## config.mk

```make
export PLATFORM = sky130hd
export DESIGN_NAME = coap_message_serializer_core
export DESIGN_NICKNAME = d
export VERILOG_FILES = /design/src/rtl/core/coapser_pkg.sv /design/src/rtl/core/coap_message_serializer_core.sv
export SDC_FILE = /design/constraint.sdc
export NUM_CORES = 1
export LEC_CHECK = 0
export ABC_CLOCK_PERIOD_IN_PS = 4400
export BUFFER_PORTS_ARGS = -buffer_cell sky130_fd_sc_hd__buf_4
export CAP_MARGIN = 20
export CORE_AREA = 10 10 119 121
export DETAILED_ROUTE_END_ITERATION = 10
export DIE_AREA = 0 0 129 131
export GPL_TIMING_DRIVEN = 1
export PLACE_DENSITY_LB_ADDON = 0.2
export SYNTH_ARGS = -nofsm -noshare
export SYNTH_HDL_FRONTEND = slang
export SYNTH_SLANG_ARGS = --single-unit
```

## constraint.sdc

```tcl
create_clock -name clk -period 4.4 [get_ports clk]
set_input_delay 0.22 -clock clk [delete_from_list [all_inputs] [get_ports clk]]
set_output_delay 0.22 -clock clk [all_outputs]
set_load 0.02 [all_outputs]
```

## src/rtl/core/coapser_pkg.sv

```systemverilog
package coapser_pkg;

	typedef enum logic [1:0] {
		OP_HEADER = 2'd0,
		OP_OPTION = 2'd1,
		OP_DATA   = 2'd2,
		OP_MARK   = 2'd3
	} op_t;

	localparam int unsigned RunDepth = 5;
	localparam int unsigned IdxW     = 3;

	localparam logic [7:0]  HdrVersion  = 8'h40;
	localparam logic [7:0]  PayloadMark = 8'hFF;
	localparam logic [3:0]  Ext8Nibble  = 4'd13;
	localparam logic [3:0]  Ext16Nibble = 4'd14;
	localparam logic [15:0] Ext8Base    = 16'd13;
	localparam logic [15:0] Ext16Base   = 16'd269;

	typedef struct packed {
		logic [3:0] nib;
		logic [7:0] ext0;
		logic [7:0] ext1;
		logic [1:0] n;
	} nib_enc_t;

endpackage

```

## src/rtl/core/coap_message_serializer_core.sv

```systemverilog
// CoAP message serializer core.
// Input channel (in_valid/in_ready) takes one item per beat: a header, an
// option start, a data byte or a payload marker. Output channel
// (out_valid/out_ready) gives one message byte per beat, with last_of_run
// on the final byte of each item and order_error on the single beat that
// flags a descending option number.
// Latency: the first byte of an item is offered the cycle after its beat.
// Item size: one byte for data and payload marker, four for a header, one
// to five for an option start. The run buffer holds one item's bytes; the
// next item is taken in the same cycle its last byte leaves, so data bytes
// stream one per clock while out_ready stays high.
// Reset clears the buffer-full flag, the byte index and the last option
// number; the block comes out of reset ready and with no output offered.
// When the receiver stalls, the offered byte holds and in_ready drops once
// the buffer is full and its last byte has not been taken.
module coap_message_serializer_core (
	input  logic        clk,
	input  logic        arst_n,
	input  logic        in_valid,
	output logic        in_ready,
	input  logic [1:0]  operation,
	input  logic [1:0]  message_type,
	input  logic [7:0]  message_code,
	input  logic [15:0] message_id,
	input  logic [3:0]  token_length,
	input  logic [15:0] option_number,
	input  logic [15:0] option_length,
	input  logic [7:0]  data_byte,
	output logic        out_valid,
	input  logic        out_ready,
	output logic [7:0]  out_byte,
	output logic        last_of_run,
	output logic        order_error
);
	import coapser_pkg::*;

	function automatic nib_enc_t encode_nibble(input logic [15:0] v);
		nib_enc_t   e;
		logic [15:0] r8;
		logic [15:0] r16;
		r8  = v - Ext8Base;
		r16 = v - Ext16Base;
		e   = '0;
		if (v < Ext8Base) begin
			e.nib = v[3:0];
			e.n   = 2'd0;
		end else if (v < Ext16Base) begin
			e.nib  = Ext8Nibble;
			e.ext0 = r8[7:0];
			e.n    = 2'd1;
		end else begin
			e.nib  = Ext16Nibble;
			e.ext0 = r16[15:8];
			e.ext1 = r16[7:0];
			e.n    = 2'd2;
		end
		return e;
	endfunction

	logic [15:0]              last_opt_q;
	logic                     full_q;
	logic [IdxW-1:0]          idx_q;
	logic [RunDepth-1:0][7:0] bytes_s1;
	logic [IdxW-1:0]          last_idx_s1;
	logic                     err_s1;

	logic                     accept;
	logic                     done;
	logic [RunDepth-1:0][7:0] bytes_d;
	logic [IdxW-1:0]          last_idx_d;
	logic                     err_d;
	logic                     upd_opt;
	logic                     clr_opt;
	logic [15:0]              delta;
	nib_enc_t                 denc;
	nib_enc_t                 lenc;

	assign done     = full_q && out_ready && (idx_q == last_idx_s1);
	assign in_ready = !full_q || done;
	assign accept   = in_valid && in_ready;

	assign delta = option_number - last_opt_q;
	assign denc  = encode_nibble(delta);
	assign lenc  = encode_nibble(option_length);

	always_comb begin
		bytes_d    = '0;
		last_idx_d = '0;
		err_d      = 1'b0;
		upd_opt    = 1'b0;
		clr_opt    = 1'b0;
		case (op_t'(operation))
			OP_HEADER: begin
				bytes_d[0] = HdrVersion | {2'b00, message_type, token_length};
				bytes_d[1] = message_code;
				bytes_d[2] = message_id[15:8];
				bytes_d[3] = message_id[7:0];
				last_idx_d = IdxW'(3);
				clr_opt    = 1'b1;
			end
			OP_OPTION: begin
				if (option_number < last_opt_q) begin
					err_d = 1'b1;
				end else begin
					upd_opt    = 1'b1;
					bytes_d[0] = {denc.nib, lenc.nib};
					last_idx_d = IdxW'(denc.n) + IdxW'(lenc.n);
					case (denc.n)
						2'd0: begin
							bytes_d[1] = lenc.ext0;
							bytes_d[2] = lenc.ext1;
						end
						2'd1: begin
							bytes_d[1] = denc.ext0;
							bytes_d[2] = lenc.ext0;
							bytes_d[3] = lenc.ext1;
						end
						default: begin
							bytes_d[1] = denc.ext0;
							bytes_d[2] = denc.ext1;
							bytes_d[3] = lenc.ext0;
							bytes_d[4] = lenc.ext1;
						end
					endcase
				end
			end
			OP_DATA: begin
				bytes_d[0] = data_byte;
			end
			default: begin
				bytes_d[0] = PayloadMark;
			end
		endcase
	end

	always_ff @(posedge clk or negedge arst_n) begin
		if (!arst_n) begin
			full_q     <= 1'b0;
			idx_q      <= '0;
			last_opt_q <= '0;
		end else begin
			if (accept) begin
				full_q <= 1'b1;
				idx_q  <= '0;
				if (clr_opt) begin
					last_opt_q <= '0;
				end else if (upd_opt) begin
					last_opt_q <= option_number;
				end
			end else if (done) begin
				full_q <= 1'b0;
			end else if (full_q && out_ready) begin
				idx_q <= idx_q + IdxW'(1);
			end
		end
	end

	always_ff @(posedge clk) begin
		if (accept) begin
			bytes_s1    <= bytes_d;
			last_idx_s1 <= last_idx_d;
			err_s1      <= err_d;
		end
	end

	assign out_valid   = full_q;
	assign out_byte    = bytes_s1[idx_q];
	assign last_of_run = (idx_q == last_idx_s1);
	assign order_error = err_s1;

endmodule

```

# Word-level counts from Yosys, hierarchy flattened
# Index checks and enable logic that the tools add are counted.
[word_totals] in_bits=76 register_bits=64 elab_cells=74 out_inout_bits=12
[op_classes] order_cmp=6 reduce_logical=13 n_eq_ne=5 muxes=32 bitwise_logic=1 n_addsub=7
[op_table] op="$mux 16" n=4
[op_table] op="$pmux 24 s2" n=1
[op_table] op="$lt 16x4->1 const B" n=2
[op_table] op="$lt 16x9->1 const B" n=2
[op_table] op="$mux 32" n=1
[op_table] op="$pmux 16 s2" n=1
[op_table] op="$sub 16x9->16 const B" n=2
[op_table] op="$bmux 8 s3" n=1
[op_table] op="$mux 8" n=3
[op_table] op="$pmux 8 s3" n=1
[op_table] op="$mux 10" n=2
[op_table] op="$lt 16x16->1" n=1
[op_table] op="$pmux 8 s2" n=1
[op_table] op="$sub 16x16->16" n=1
[op_table] op="$sub 8x4->8 const B" n=2
[op_table] op="$mux 3" n=4
[op_table] op="$mux 2" n=4
[op_table] op="$mux 4" n=2
[op_table] op="$mux 1" n=6
[op_table] op="$pmux 3 s2" n=1
[op_table] op="$reduce_bool 2->1" n=3
[op_table] op="$eq 2x1->1 const B" n=2
[op_table] op="$logic_not 2->1" n=2
[op_table] op="$lt 3x4->1 const B" n=1
[op_table] op="other kinds (11)" n=14

# Depth between registers and ports, before layout
[logic_depth] word_depth=8 ltp_mapped=20

# Least setup slack after synthesis
# Ideal clock, no wire load.
[synth_path] kind="flip-flop to flip-flop" startpoint="register last_opt_q[0]" endpoint="register last_idx_s1[1], data pin" t_arrival_ps=3578 setup_time_ps=147 required_ps=4253 path_buffers=2 path_slack_ps=675 stages_incl_launch_ff=20 cell_sequence="dfrtp_1 -> ha_1 -> inv_1 -> fa_1 -> inv_1 -> ha_1 -> nor3b_1 -> mux2i_1 -> nand2_1 -> or4_1 -> buf_2 -> nand2_1 -> or2_1 -> buf_6 -> inv_6 -> ha_1 -> inv_1 -> fa_1 -> nand2b_1 -> a21oi_1"
[synth_between] elab_chain_len=7
[synth_rtl] element="start, declared" line="coap_message_serializer_core.sv:60" rtl="logic [15:0] last_opt_q;"
[synth_rtl] element="start signal, assigned" line="coap_message_serializer_core.sv:148" rtl="last_opt_q <= option_number;"
[synth_rtl] element="$sub 16x16->16" line="coap_message_serializer_core.sv:82" rtl="assign delta = option_number - last_opt_q;"
[synth_rtl] element="$lt 16x9->1" line="coap_message_serializer_core.sv:47" rtl="end else if (v < Ext16Base) begin"
[synth_rtl] element="$mux 2" line="coap_message_serializer_core.sv:47"
[synth_rtl] element="$mux 2" line="coap_message_serializer_core.sv:44" rtl="if (v < Ext8Base) begin"
[synth_rtl] element="$add 2x2->3" line="coap_message_serializer_core.sv:107" rtl="last_idx_d = IdxW'(denc.n) + IdxW'(lenc.n);"
[synth_rtl] element="$mux 3 (*)" line="coap_message_serializer_core.sv:102" rtl="if (option_number < last_opt_q) begin"
[synth_rtl] element="$pmux 3 s2 (*)" line="coap_message_serializer_core.sv:92" rtl="case (op_t'(operation))"
[synth_rtl] element="via last_idx_d[1]" line="coap_message_serializer_core.sv:70" rtl="logic [IdxW-1:0] last_idx_d;"
[synth_rtl] element="end signal, assigned" line="coap_message_serializer_core.sv:161" rtl="last_idx_s1 <= last_idx_d;"
[synth_rtl] element="end, declared" line="coap_message_serializer_core.sv:64" rtl="logic [IdxW-1:0] last_idx_s1;"
# Mark *: on every way through the listed nets, which the timed path passes. The rest lies on a longest branch.
# A chain may end at the register's enable or synchronous reset.

# Worst setup path after layout
# Ends and elaborated chain as after synthesis.

==> impl_metrics.json <==
{
  "outcome": "finished clean",
  "min_period_ns": 4.030,
  "clk_path_buf_depth": 2,
  "worst-setup-path-type": "flop to flop",
  "synth_top_area_cell": "edfxtp_1",
  "antenna_left": 0,
  "die_h_um": 131,
  "yosys_warnings": 0,
  "core_area_um2": 11810,
  "relSlewSlack_pct": 26.20,
  "cp_top_family": "simple AND/OR/NAND/NOR gates",
  "met2_usage_pct": 33.10,
  "syn_nets": 708,
  "gp_congestion": 0.9262,
  "fin_ws_ns": 0.3704,
  "max_stage_delay_ns": 0.70,
  "num_antenna_cells": 0,
  "clk_latency_ns": 0.34,
  "post_layout_nonfiller_instances": 842,
  "finalSetupViolCount": 0,
  "cap_viol_max_count": 0,
  "hold_class": "input pin to flop",
  "place_ws_ns": 0.3528,
  "synth_area_leaders": "edfxtp_1 (25%), dfrtp_1 (9.6%), nand2_1 (5.5%)",
  "syn-cell-area_um2": 5238,
  "power_density_nw_per_um2": 577.0,
  "report.power.total_uw": 3643,
  "crit_required_ns": 4.59,
  "drtIter0Drc": 277,
  "postSynthCellCount": 610,
  "internal-power_uw": 2040,
  "cts_tree": "yes",
  "globalRouteOverflowTotal": 0,
  "grt_usage_pct": 19.35,
  "dp_cells": 824,
  "rows": 40,
  "comb_power_share_pct": 55.9,
  "ios": 88,
  "clock_sinks": 64,
  "use_met3_pct": 4.069,
  "synth-seq-cells": 64,
  "post-route-util_pct": 53.45,
  "wl_per_cell_um": 19.24,
  "grt_pass1_wl_mm": 25.32,
  "rsz0062_at_grt": "no",
  "synth_top_area_share_pct": 25.23,
  "via_per_inst": 5.762,
  "vias": 4852,
  "clockPowerShare_pct": 18.9,
  "path_clk_slew_ns": 0.05,
  "tns_ns": 0,
  "grt_pass1_vias": 4785,
  "yosys.cell_types.count": 75,
  "synthFlopType": "edfxtp_1",
  "tightest_slew_ns": 1.106,
  "placement.io_buffers": 87,
  "irDropWorstVdd_mv": 0.2015,
  "p_leak_uw": 0.002571,
  "ys_seq_area_share_pct": 34.78,
  "finalCritPeriodShare_pct": 91.58,
  "root_buffer": "clkbuf_16",
  "layout_common_cells": "buf_4 (95), nand2_1 (77), nor2_1 (55)",
  "drv_slew": 0,
  "drt_pre_antenna_iters": 5,
  "areaGrowthSynthToFinish_pct": 20.54,
  "post-dp-hpwl_mm": 13.18,
  "layout_commonest_cell": "buf_4",
  "crit_buf_inv": 3,
  "critical_path_arrival_ns": 4.22,
  "hold_viol": 0,
  "grt_max_degree": 45,
  "seq_area_um2": 1822,
  "cts_setup_buffers": 0,
  "r2r_setup_slack_ns": 0.37,
  "syn-mean-instance-area_um2": 8.586,
  "seqPwrFrac_pct": 25.1,
  "endpoint_kind": "flop",
  "finalClockSkew_ns": 0.01142,
  "initial_core_util_pct": 44.34,
  "ys_async_sr_fraction_pct": 31.25,
  "multiInputGateArea_um2": 3171,
  "numCtsBuffers": 9,
  "switching_share_pct": 44.00,
  "routed_wl_mm": 16.20,
  "grt_antenna_before_repair": 0,
  "grt_util_met1_pct": 23.43,
  "cp_max_fo": 8,
  "fp.dieArea_um2": 16900,
  "final_nets": 788,
  "cts_max_level": 3,
  "path_cells": "ha_1 -> inv_1 -> fa_1 -> nand3_1 -> a21o_1 -> nor3b_1 -> o22ai_1 -> or4_1 -> nand2_1 -> or2_1 -> inv_6 -> ha_1 -> inv_1 -> fa_1 -> nand2b_1 -> a21oi_1",
  "die_w_um": 129,
  "top_usage_layer": "met2",
  "cp-start-kind": "flop",
  "drc_errors": 0,
  "net-switching-power_uw": 1603,
  "worst_path_max_delay_cell": "or4_1",
  "drive_gt1_share_pct": 18.85,
  "synth_edf_count": 44,
  "maxClockFrequency_ghz": 0.2482,
  "fillCellCount": 1134
}
==> metrics by stage <==
| stage | area (um^2) | hold WS, ns |
|---|---|---|
| after global placement | 6007 | 0.1233 |
| after CTS | 6299 | 0.08292 |
| final | 6314 | 0.08486 |
| after floorplan | 5238 | -0.07559 |
| after global routing | 6314 | 0.1005 |
| after detailed placement | 6007 | 0.1301 |
==> power by group through the flow <==
stage               sequential (uW)  clock (uW)  combinational, uW
finish                          916         690               2040
detailed placement              931           0               2010
CTS                             919         701               2030
floorplan                       856           0               1500
global placement                923           0               2000
global route                    934         729               2250
==> sequential cells by signal, summed over array words and instances, names as in the netlist <==
name         flops
bytes_s1        40
order_error      1
last_opt_q      16
out_valid        1
idx_q            3
last_idx_s1      3
==> synth_stat cells (5+ instances only) <==
cell	number
o211ai_1	5
xor2_1	9
edfxtp_1	44
mux2i_1	20
o21ai_0	45
o21ai_1	15
o21a_1	5
xnor2_1	18
nand3_1	12
and4_1	5
a221o_1	8
a21oi_1	41
clkbuf_1	20
inv_1	29
nand2b_1	6
dfrtp_1	20
nor2b_1	13
nand2_1	77
a21o_1	8
nor2_1	56
a22o_1	5
o31ai_1	5
and2_1	8
nor3_1	11
a211oi_1	10
o22ai_1	11
nand4_1	5
ha_1	20
==> repair_timing <==
action | 4_1_cts | 5_1_grt
endpoints found under the hold margin | 20 | 0
hold buffers | 1 | 0
resized for setup | 0 | 0
==> worst reg2reg max path, stage by stage, from the launching register on <==
cell,delay (ns)
dfrtp_1,0.35
ha_1,0.17
inv_1,0.06
fa_1,0.39
nand3_1,0.16
a21o_1,0.22
nor3b_1,0.31
o22ai_1,0.19
or4_1,0.70
nand2_1,0.14
or2_1,0.20
inv_6,0.05
ha_1,0.19
inv_1,0.07
fa_1,0.40
nand2b_1,0.15
a21oi_1,0.15
==> layout make-up <==
class                           instances  area share (%)
Multi-Input combinational cell        488           50.22
Sequential cell                        64           28.85
Timing Repair Buffer                   97           11.69
Clock buffer                           12           3.746
Tap cell                              147           2.913
Inverter                               30           1.863
Clock inverter                          4          0.7134
==> path summary, 6_finish.rpt <==
kind / from / to / cells past startpoint
worst min register to register: last_opt_q[10] / last_opt_q[10] / 2
worst min-delay path: in_valid / out_valid / 2
min in group asynchronous: arst_n / last_opt_q[12] / 2
worst max-delay path: last_opt_q[0] / last_idx_s1[1] / 16
worst max register to register: last_opt_q[0] / last_idx_s1[1] / 16
max in group asynchronous: arst_n / idx_q[2] / 2
==> cells by family after synthesis <==
family                     after synthesis  share of synthesized area [%]
DFF                                     64                          34.78
adders and majority gates               22                          5.542
and+or+nand+nor                        220                          20.54
xor gates and xnor gates                27                          4.515
AOI/OAI and AO/OA                      199                          26.04
muxes                                   20                          3.822
buffers and inverters                   58                          4.754
==> routing by layer <==
metal,share of wire [%],vias to the layer above
li1,-,2422
met1,44,2279
met2,49,122
met3,4.8,29
met4,2.2,0
met5,0,-
No activity file was read; power rests on OpenSTA's default activity.
